**src/sv/mqtt_hp_pkg.sv**
```systemverilog
`timescale 1ns / 1ps
// ----------------------------------------------------------------------------
// MQTT header parser package
// Shared widths, codes and the result record of the MQTT fixed-header parser.
// ----------------------------------------------------------------------------
package mqtt_hp_pkg;

  // Width of the saturating byte position counter
  localparam int POS_BITS = 16;

  // Width for position compares: holds the saturated size and the
  // end of a 16-bit length field past a five-byte fixed header
  localparam int CMP_W = ((POS_BITS > 17) ? POS_BITS : 17) + 1;

  localparam int LEN_MAX_BYTES    = 4;
  localparam int CONNECT_NAME_MAX = 16;

  typedef enum logic [1:0] {
    LEN_DECODING = 2'd0,
    LEN_DONE     = 2'd1,
    LEN_FAILED   = 2'd2
  } len_status_t;

  typedef enum logic [1:0] {
    DETAIL_NONE    = 2'd0,
    DETAIL_CONNECT = 2'd1,
    DETAIL_PUBLISH = 2'd2
  } detail_kind_t;

  localparam logic [3:0] PTYPE_RESERVED = 4'd0;
  localparam logic [3:0] PTYPE_CONNECT  = 4'd1;
  localparam logic [3:0] PTYPE_PUBLISH  = 4'd3;

  localparam logic [15:0] PORT_PLAIN_RST  = 16'd1883;
  localparam logic [15:0] PORT_SECURE_RST = 16'd8883;

  // Register index, taken from paddr[2]
  localparam logic REG_PORT_PLAIN  = 1'b0;
  localparam logic REG_PORT_SECURE = 1'b1;

  typedef struct packed {
    logic         accepted;
    logic [3:0]   packet_type;
    logic [3:0]   header_flags;
    logic [27:0]  remaining_length;
    detail_kind_t detail_kind;
    logic [2:0]   text_offset;
    logic [7:0]   text_length;
    logic [7:0]   protocol_level;
    logic         level_present;
    logic [1:0]   qos;
  } result_t;

endpackage

```
**src/sv/mqtt_header_parser_core.sv**
```systemverilog
`timescale 1ns / 1ps
// ----------------------------------------------------------------------------
// MQTT fixed-header parser core
// Recognizes MQTT traffic in a TCP payload stream and reports one summary
// transaction per segment.
// ----------------------------------------------------------------------------
// The core takes one TCP payload byte per clock on the slave stream and
// sustains one byte every cycle while s_tready is high; all per-byte work
// is a single pass of short logic from the parse state registers back into
// themselves. On the byte flagged as first it samples is_tcp and both ports
// and restarts the segment; on the byte carrying tlast it produces one summary
// transaction, which is registered into the output buffer for the master stream.
// Results pass through a two-entry output buffer, so the input keeps
// flowing while one result waits; s_tready drops only when both entries
// are full. Rejected segments report accepted=0 with all other fields zero.
// The two recognized ports sit in APB registers at 0x0 and 0x4 (low 16 bits).
// ----------------------------------------------------------------------------
module mqtt_header_parser_core
  import mqtt_hp_pkg::*;
(
  input  logic        clk,
  input  logic        rst,

  input  logic        s_tvalid,
  output logic        s_tready,
  // [7:0] data_byte, [23:8] source_port, [39:24] dest_port
  input  logic [39:0] s_tdata,
  // [0] first, [1] is_tcp
  input  logic [1:0]  s_tuser,
  input  logic        s_tlast,

  output logic        m_tvalid,
  input  logic        m_tready,
  // [3:0] packet_type, [7:4] header_flags, [35:8] remaining_length,
  // [38:36] text_offset, [46:39] text_length, [54:47] protocol_level,
  // [56:55] qos, [63:57] zero
  output logic [63:0] m_tdata,
  // [0] accepted, [2:1] detail_kind, [3] level_present
  output logic [3:0]  m_tuser,

  input  logic        psel,
  input  logic        penable,
  input  logic        pwrite,
  input  logic [2:0]  paddr,
  input  logic [31:0] pwdata,
  output logic [31:0] prdata,
  output logic        pready
);

  localparam logic [POS_BITS-1:0] POS_MAX = {POS_BITS{1'b1}};

  // Configuration registers
  logic [15:0] port_plain;
  logic [15:0] port_secure;

  // Segment parse state
  logic [POS_BITS-1:0] byte_position, byte_position_next;
  logic                port_matched,  port_matched_next;
  logic [7:0]          type_and_flags, type_and_flags_next;
  logic [27:0]         length_accumulator, length_accumulator_next;
  logic [2:0]          length_bytes_used, length_bytes_used_next;
  len_status_t         length_status, length_status_next;
  logic [15:0]         string_length, string_length_next;
  logic [7:0]          level_byte, level_byte_next;

  // Output buffer: head register plus one skid entry
  logic    out_valid;
  result_t out_data;
  logic    skid_valid;
  result_t skid_data;

  logic    in_fire;
  logic    out_fire;
  logic    push;
  result_t result;

  // Input field views
  logic [7:0]  data_byte;
  logic [15:0] source_port;
  logic [15:0] dest_port;
  logic        first;
  logic        is_tcp;

  assign data_byte   = s_tdata[7:0];
  assign source_port = s_tdata[23:8];
  assign dest_port   = s_tdata[39:24];
  assign first       = s_tuser[0];
  assign is_tcp      = s_tuser[1];

  assign s_tready = !skid_valid;
  assign in_fire  = s_tvalid && s_tready;
  assign out_fire = m_tvalid && m_tready;
  assign push     = in_fire && s_tlast;

  // --------------------------------------------------------------------------
  // APB register port: writes land on the access phase, reads are direct.
  // --------------------------------------------------------------------------
  assign pready = 1'b1;

  always_comb begin
    unique case (paddr[2])
      REG_PORT_PLAIN:  prdata = {16'h0000, port_plain};
      REG_PORT_SECURE: prdata = {16'h0000, port_secure};
      default:         prdata = 32'h0000_0000;
    endcase
  end

  always_ff @(posedge clk) begin
    if (rst) begin
      port_plain  <= PORT_PLAIN_RST;
      port_secure <= PORT_SECURE_RST;
    end else if (psel && penable && pwrite && pready) begin
      unique case (paddr[2])
        REG_PORT_PLAIN:  port_plain  <= pwdata[15:0];
        REG_PORT_SECURE: port_secure <= pwdata[15:0];
        default: ;
      endcase
    end
  end

  // --------------------------------------------------------------------------
  // Per-byte state update. A first-marked byte restarts the segment before
  // it is parsed itself.
  // --------------------------------------------------------------------------
  logic [POS_BITS-1:0] cur_position;
  logic                cur_matched;
  logic [7:0]          cur_taf;
  logic [27:0]         cur_acc;
  logic [2:0]          cur_used;
  len_status_t         cur_status;
  logic [15:0]         cur_slen;
  logic [7:0]          cur_level;
  logic [CMP_W-1:0]    idx_c;
  logic [CMP_W-1:0]    body_c;
  logic [4:0]          shift_amt;

  always_comb begin
    cur_position = first ? '0 : byte_position;
    cur_matched  = first ? (is_tcp &&
                            (source_port == port_plain || source_port == port_secure ||
                             dest_port == port_plain || dest_port == port_secure))
                         : port_matched;
    cur_taf      = first ? 8'h00 : type_and_flags;
    cur_acc      = first ? 28'h0 : length_accumulator;
    cur_used     = first ? 3'd0 : length_bytes_used;
    cur_status   = first ? LEN_DECODING : length_status;
    cur_slen     = first ? 16'h0000 : string_length;
    cur_level    = first ? 8'h00 : level_byte;

    idx_c  = CMP_W'(cur_position);
    body_c = CMP_W'(cur_used) + CMP_W'(1);

    // Seven payload bits per length byte, least significant group first
    case (cur_used[1:0])
      2'd0:    shift_amt = 5'd0;
      2'd1:    shift_amt = 5'd7;
      2'd2:    shift_amt = 5'd14;
      default: shift_amt = 5'd21;
    endcase

    byte_position_next      = cur_position;
    port_matched_next       = cur_matched;
    type_and_flags_next     = cur_taf;
    length_accumulator_next = cur_acc;
    length_bytes_used_next  = cur_used;
    length_status_next      = cur_status;
    string_length_next      = cur_slen;
    level_byte_next         = cur_level;

    // Nothing is captured once the position has saturated
    if (cur_position != POS_MAX) begin
      if (cur_position == '0) begin
        type_and_flags_next = data_byte;
      end else if (cur_status == LEN_DECODING) begin
        length_accumulator_next = cur_acc + (28'(data_byte[6:0]) << shift_amt);
        length_bytes_used_next  = cur_used + 3'd1;
        if (!data_byte[7]) begin
          length_status_next = LEN_DONE;
        end else if (length_bytes_used_next >= 3'(LEN_MAX_BYTES)) begin
          length_status_next = LEN_FAILED;
        end
      end else if (cur_status == LEN_DONE) begin
        // Big-endian length field right after the fixed header, then the
        // byte following the text
        if (idx_c == body_c) begin
          string_length_next = {data_byte, 8'h00};
        end else if (idx_c == body_c + CMP_W'(1)) begin
          string_length_next = {cur_slen[15:8], data_byte};
        end else if (idx_c == body_c + CMP_W'(2) + CMP_W'(cur_slen)) begin
          level_byte_next = data_byte;
        end
      end
      byte_position_next = cur_position + POS_BITS'(1);
    end
  end

  // --------------------------------------------------------------------------
  // Summary for a byte with tlast, taken from the updated state.
  // --------------------------------------------------------------------------
  logic [CMP_W-1:0] size_c;
  logic [CMP_W-1:0] body_r;
  logic [CMP_W-1:0] text_start;
  logic [CMP_W-1:0] text_end;
  logic [3:0]       ptype;
  logic [3:0]       flags;

  always_comb begin
    size_c     = CMP_W'(cur_position) + CMP_W'(1);
    body_r     = CMP_W'(length_bytes_used_next) + CMP_W'(1);
    text_start = body_r + CMP_W'(2);
    text_end   = text_start + CMP_W'(string_length_next);
    ptype      = type_and_flags_next[7:4];
    flags      = type_and_flags_next[3:0];

    result = '0;
    if (cur_matched && cur_position != '0 && ptype != PTYPE_RESERVED &&
        length_status_next == LEN_DONE) begin
      result.accepted         = 1'b1;
      result.packet_type      = ptype;
      result.header_flags     = flags;
      result.remaining_length = length_accumulator_next;

      if (ptype == PTYPE_CONNECT && size_c >= body_r + CMP_W'(4)) begin
        if (text_end <= size_c && string_length_next <= 16'(CONNECT_NAME_MAX)) begin
          result.detail_kind = DETAIL_CONNECT;
          result.text_offset = text_start[2:0];
          result.text_length = string_length_next[7:0];
          if (text_end < size_c) begin
            result.protocol_level = level_byte_next;
            result.level_present  = 1'b1;
          end
        end
      end else if (ptype == PTYPE_PUBLISH && size_c >= body_r + CMP_W'(2)) begin
        if (text_end <= size_c && string_length_next[15:8] == 8'h00) begin
          result.detail_kind = DETAIL_PUBLISH;
          result.text_offset = text_start[2:0];
          result.text_length = string_length_next[7:0];
          result.qos         = flags[2:1];
        end
      end
    end
  end

  // --------------------------------------------------------------------------
  // State registers: advance on every accepted byte.
  // --------------------------------------------------------------------------
  always_ff @(posedge clk) begin
    if (rst) begin
      byte_position      <= '0;
      port_matched       <= 1'b0;
      type_and_flags     <= 8'h00;
      length_accumulator <= 28'h0;
      length_bytes_used  <= 3'd0;
      length_status      <= LEN_DECODING;
      string_length      <= 16'h0000;
      level_byte         <= 8'h00;
    end else if (in_fire) begin
      byte_position      <= byte_position_next;
      port_matched       <= port_matched_next;
      type_and_flags     <= type_and_flags_next;
      length_accumulator <= length_accumulator_next;
      length_bytes_used  <= length_bytes_used_next;
      length_status      <= length_status_next;
      string_length      <= string_length_next;
      level_byte         <= level_byte_next;
    end
  end

  // --------------------------------------------------------------------------
  // Output buffer. Fill the head first; hold an extra result in the skid
  // entry while the head is stalled, and drain it into the head on a pop.
  // --------------------------------------------------------------------------
  always_ff @(posedge clk) begin
    if (rst) begin
      out_valid  <= 1'b0;
      skid_valid <= 1'b0;
    end else if (out_fire) begin
      if (skid_valid) begin
        out_valid  <= 1'b1;
        skid_valid <= 1'b0;
      end else begin
        out_valid <= push;
      end
    end else if (push) begin
      if (!out_valid) begin
        out_valid <= 1'b1;
      end else begin
        skid_valid <= 1'b1;
      end
    end
  end

  always_ff @(posedge clk) begin
    if (out_fire) begin
      if (skid_valid) begin
        out_data <= skid_data;
      end else if (push) begin
        out_data <= result;
      end
    end else if (push) begin
      if (!out_valid) begin
        out_data <= result;
      end else begin
        skid_data <= result;
      end
    end
  end

  assign m_tvalid = out_valid;
  assign m_tdata  = {7'h00,
                     out_data.qos,
                     out_data.protocol_level,
                     out_data.text_length,
                     out_data.text_offset,
                     out_data.remaining_length,
                     out_data.header_flags,
                     out_data.packet_type};
  assign m_tuser  = {out_data.level_present,
                     out_data.detail_kind,
                     out_data.accepted};

endmodule

```
**config.mk**
```make
export PLATFORM = sky130hd
export DESIGN_NAME = mqtt_header_parser_core
export DESIGN_NICKNAME = d
export VERILOG_FILES = /design/src/sv/mqtt_hp_pkg.sv /design/src/sv/mqtt_header_parser_core.sv
export SDC_FILE = /design/constraint.sdc
export NUM_CORES = 1
export LEC_CHECK = 0
export ABC_AREA = 1
export BUFFER_PORTS_ARGS = -buffer_cell sky130_fd_sc_hd__clkbuf_2
export CAP_MARGIN = 20
export CORE_MARGIN = 4
export CORE_UTILIZATION = 45
export CTS_BUF_LIST = sky130_fd_sc_hd__clkbuf_4 sky130_fd_sc_hd__clkbuf_8
export DETAILED_ROUTE_END_ITERATION = 8
export SYNTH_ARGS = -nofsm -noshare
export SYNTH_HDL_FRONTEND = slang
export SYNTH_SLANG_ARGS = --single-unit
```
**constraint.sdc**
```tcl
create_clock -name clk -period 23.5 [get_ports clk]
set_input_delay 7.05 -clock clk [delete_from_list [all_inputs] [get_ports clk]]
set_output_delay 7.05 -clock clk [all_outputs]
set_load 0.02 [all_outputs]
```
==> summary.txt, run 1 <==
status = completed
Ports = 188
Cells after Synth = 2465
yosys warns = 0
wire per inst = 16.3 µm
DP Area = 17800 µm²
CTS Root Cell = clkbuf_8
hold worst-path end = string_length[4]
core region area = 36800 µm²
synthesis-to-finish area growth = 11.3%
Final Critical Period = 15220 ps
Async SR Flop Fraction = 0%
buffer count from post-CTS setup fixing = 0
CTS tree = built
number of remaining DRC errors = 0
Die Ht = 202 µm
adder-cell share of the synthesized area = 5.78%
fill cell count = 3750
netlist area before placement = 16900 µm²
flop2flop setup slack = 14990 ps
clock skew = 29.6 ps
Post-Route WL = 50300 µm
initial antenna violation count = 0
Post-synth EDFFs = 122
f_max = 65.7 MHz
top cell type by total area after synthesis = edfxtp_1
vias in the first global route = 15.2k
post-cts gate resize count = 0
DP HPWL = 36700 µm
Post-synth top cells = nand2_1 (663), inv_1 (362), nor2_1 (278), o21ai_0 (196), a21oi_1 (156)
clk sinks = 238
share of layout cells above drive strength 1 = 12.1%
final worst setup slack = 8280 ps
mux cell area share after synthesis = 0.0594%
Die W = 202 µm
critical path class = input pin to flip-flop
Finished Cell Area = 18800 µm²
post-synthesis sequential area ratio = 35.5%
Power, Total = 1.12 mW
synthesized flop and latch total = 238
CTS Buf Count = 45
top cell type's share of synthesized area = 21.7%
post-synthesis xor/xnor area fraction = 3.46%
most frequent cell after synthesis = nand2_1
RR Endpoint = m_tdata[37]
Tightest Pin Transition = 929 ps
critical path peak fanout = 62
CP delay by family, top = simple AND/OR/NAND/NOR gates
n_diodes = 0
met1 Usage GRT = 31.5%
Avg Cell Area, Syn = 6.84 µm²
slew margin rel. = 37.9%
grt total ovfl = 0
Final setup viols = 0
Crit path top cell by count = nand2_1
Sequential Power Share = 41.2%
Int Power = 760 µW
total vias in the final route = 15.9k
Post-synth top flop = edfxtp_1
CP required = 23950 ps
max cap viols = 0
vias per std cell = 5.16
RSZ-0062 raised after global routing = no
final hold viol count = 0
slowest stage delay, CP = 740 ps
kind of end point of the critical path = flip-flop
worst skew pair latency = 620 ps
critical path launch point type = input pin
Routed Antenna Nets = 0
Synth area leaders = edfxtp_1 (22%), nand2_1 (15%), dfxtp_1 (14%)
Port Buf Inserts = 145
Bufs on Longest Clock Path = 3
Simple-Gate Fraction of Synth Area = 29.8%
Setup TNS = 0 ps
worst hold path depth = 2
post-synthesis compound-gate area fraction = 13.7%
die area = 40600 µm²
critical path's slowest cell = nand2_1
met3 usage = 4.05%
pwr/cell area = 59.5 nW/µm²
Comb pwr share = 20.1%
main combinational cell family by area after synthesis = simple AND/OR/NAND/NOR gates
Leak = 9.74 nW
Max VDD drop = 0.0451 mV
clock-pin transition on the worst setup and hold timing paths = 50 ps
Initial Utilization = 45.8%
GR peak layer = met2
worst slack at placement = 7610 ps
H-tree levels = 2
Core Util, Final = 51.0%
DRT Pass-1 Iters = 5
dpl cells = 3003
sw power = 356 µW
HP Class = flip-flop to flip-flop
gp weighted congestion = 0.939
buffers and inverters on the worst path = 6
Final Net Count = 2744
largest net degree at the start of global routing = 75
row count = 70
post-synth cell types = 63
Worst Hold Slack = 469 ps
worst hold start = string_length[4]
first-pass GRT wire length = 79600 µm
Max Slew Vio Count = 0
Total Routing Usage GR = 24.2%
Clk network pwr share = 38.7%
Worst EP arrival = 15680 ps
grt met2 use = 41.3%
Final period util = 64.8%
Non-Filler Instances = 3087
Worst R2R Start = byte_position[0]
R2R cell count = 43
initial DRC count = 1140
CTS Hold Bufs = 0
switching share of power = 31.9%
## state kept, by name, summed over array words and instances, names as in the netlist, 16 cells and up
signal / count
skid_data: 61
m_tdata: 57
length_accumulator: 28
byte_position: 16
port_plain: 16
port_secure: 16
string_length: 16
## worst max-delay path by stage
stage / slack (ps) / start / depth (start not counted) / end
2_1_floorplan: 8570 / paddr[2] / 3 / prdata[11]
3_3_place_gp: 7730 / s_tuser[0] / 45 / m_tdata[37]
3_5_place_dp: 7610 / s_tuser[0] / 43 / m_tdata[37]
4_1_cts: 8260 / s_tuser[0] / 43 / m_tdata[37]
5_1_grt: 7560 / s_tuser[0] / 45 / m_tdata[46]
6_report: 8280 / s_tuser[0] / 45 / m_tdata[37]
## worst register-to-register path, delay by kind of cell (launching register included)
kind | cells | cell delay (ps)
fa+ha+maj | 5 | 1480
simple gates | 27 | 4480
flops | 1 | 480
buf+inv | 4 | 410
compound gates | 4 | 430
xor+xnor | 3 | 1100
## area by class of cell
cell class                      count  area (µm²)  area share, %
Multi-Input combinational cell   1769        9010           48.0
Sequential cell                   238        5990           31.9
Inverter                          373        1410           7.50
Clock buffer                       68         836           4.46
Timing Repair Buffer              156         821           4.38
Tap cell                          468         586           3.12
Clock inverter                     15         113          0.600
## logic make-up (layout without fill, tap and decap cells)
family | count (synthesis) | count (layout)
flops | 238 | 238
buf+inv | 480 | 612
other cells | 2 | 24
fa+ha+maj | 76 | 76
simple gates | 1179 | 1179
xor+xnor | 65 | 65
compound gates | 424 | 424
mux | 1 | 1
## routing by layer
layer / part of all wire (%) / up-vias / wire length, µm
met5: 0 / - / 0
met1: 44 / 7348 / 22300
li1: - / 8112 / -
met3: 5.6 / 82 / 2790
met4: 2.6 / 0 / 1300
met2: 48 / 392 / 23900
## layout by cell type, fill, tap and decap left out, drive strengths merged, types with 9 or more instances in the layout
cell,instances
clkbuf,213
nand3,125
inv,372
edfxtp,122
o211ai,18
buf,11
xnor2,13
or2,9
dfxtp,116
nor3,14
nand2,682
conb,24
ha,73
nor2,301
a21oi,158
xor2,51
a21o,9
clkinv,14
o21ai,202
nand4,36
o21bai,9
## power by group through the flow
stage	registers [mW]	clock network (mW)	logic, mW
global route	0.462	0.465	0.253
finish	0.460	0.432	0.224
floorplan	0.473	0	0.157
CTS	0.460	0.446	0.224
global placement	0.468	0	0.220
detailed placement	0.469	0	0.223
(Power assumes the default switching activity.)
==> run 2: changes to the inputs <==
Settings changed: PLACE_DENSITY from default to 0.66.
Clock period 23.5 ns to 13.5 ns, I/O delays scaled along.
==> run 2 against run 1 <==
Against the previous run: power is 71% higher; sequential share of layout area is 0.083 points higher; final area is 0.26% lower; sequential power is 74% higher; via count is 0.74% higher; flip-flop and latch count stayed put; combinational power is 74% higher; critical path depth is 4 lower; critical endpoint is now m_tdata[36].
==> summary.txt, run 2 (synthesis gave the netlist of run 1 again) <==
status = completed
Core Util, Final = 50.9%
HP Class = flip-flop to flip-flop
Final Net Count = 2745
slew margin rel. = 39.9%
final hold viol count = 0
most frequent cells in the layout = nand2_1 (662), inv_1 (360), nor2_1 (276), o21ai_0 (196), a21oi_1 (155)
Max Slew Vio Count = 0
critical path peak fanout = 43
Final Critical Period = 11590 ps
critical path launch point type = input pin
grt total ovfl = 0
Non-Filler Instances = 3085
Power, Total = 1.90 mW
Worst Hold Slack = 475 ps
largest net degree at the start of global routing = 86
Top reg by flops = skid_data
register area = 5990 µm²
vias per std cell = 5.20
core region area = 36800 µm²
share of layout cells above drive strength 1 = 12.2%
Final period util = 85.9%
CP required = 13950 ps
f_max = 86.3 MHz
Routed Antenna Nets = 0
Crit path top cell by count = nand2_1
Die Ht = 202 µm
CTS Buf Count = 43
wire per inst = 16.0 µm
worst hold path depth = 2
Port Buf Inserts = 145
CTS Root Cell = clkbuf_8
area occupied by multi-input gates = 9010 µm²
fill cell count = 3698
post-cts gate resize count = 0
Initial Utilization = 45.8%
slowest stage delay, CP = 670 ps
kind of end point of the critical path = flip-flop
synthesis-to-finish area growth = 11.0%
critical path class = input pin to flip-flop
Max VDD drop = 0.0756 mV
Tightest Pin Transition = 902 ps
worst skew pair latency = 630 ps
first-pass GRT wire length = 78100 µm
total vias in the final route = 16.1k
H-tree levels = 2
buffer count from post-CTS setup fixing = 0
Die W = 202 µm
pwr/cell area = 102 nW/µm²
Setup TNS = 0 ps
number of remaining DRC errors = 0
max cap viols = 0
gp weighted congestion = 1.01
critical path's slowest cell = nand2_1
CTS tree = built
Final setup viols = 0
die area = 40600 µm²
DP HPWL = 36500 µm
vias in the first global route = 15.2k
DRT Pass-1 Iters = 6
Post-Route WL = 49300 µm
RSZ-0062 raised after global routing = no
row count = 70
dpl cells = 3007
n_diodes = 0
Leak = 9.72 nW
clock skew = 41.4 ps
Worst EP arrival = 12040 ps
clk sinks = 238
Bufs on Longest Clock Path = 3
CTS Hold Bufs = 0
initial DRC count = 1361
Total Routing Usage GR = 23.5%
max FFs per register = 61
commonest non-fill, non-tap cell in the layout = nand2_1
Ports = 188
clock-pin transition on the worst setup and hold timing paths = 60 ps
R2R cell count = 41
initial antenna violation count = 0
[run 2: final cells by class]
| cell class | instances | area share (%) |
|---|---|---|
| multi-input combinational | 1769 | 48.2 |
| clock buffer | 70 | 4.48 |
| tap | 468 | 3.13 |
| clock inverter | 8 | 0.274 |
| timing repair buffer | 159 | 4.44 |
| inverter | 373 | 7.52 |
| sequential | 238 | 32.0 |
[run 2: critical path: cells and delay by family]
kind	cells	cell delay, ps
compound gates	2	220
xor+xnor	3	670
fa+ha+maj	4	1220
buf+inv	6	1160
simple gates	26	4630
[run 2: where the power goes]
| part | internal [mW] | switching, mW | total (mW) |
|---|---|---|---|
| clock | 0.394 | 0.319 | 0.713 |
| sequential | 0.786 | 0.0156 | 0.801 |
| combinational | 0.120 | 0.270 | 0.389 |
[run 2: worst paths after layout]
check,slack [ps],startpoint,endpoint
setup / recovery,1910,s_tuser[0],m_tdata[36]
hold / removal,470,string_length[4],string_length[4]
setup reg to reg,5280,byte_position[0],m_tdata[36]
hold reg to reg,470,string_length[4],string_length[4]
[run 2: stage by stage]
stage	setup WS [ps]	area (µm²)
floorplan	3510	16900
CTS	2020	18700
finish	1910	18700
global route	1180	18700
detailed placement	1410	17800
global placement	1540	17800
[run 2: metal layers]
| metal | share of wire, % | routed length, µm | global-route usage [%] |
|---|---|---|---|
| met1 | 44 | 21700 | 30.5 |
| met2 | 48 | 23600 | 40.4 |
| met3 | 5.3 | 2590 | 3.84 |
| met4 | 2.8 | 1400 | 6.93 |
| met5 | 0 | 0 | 0 |
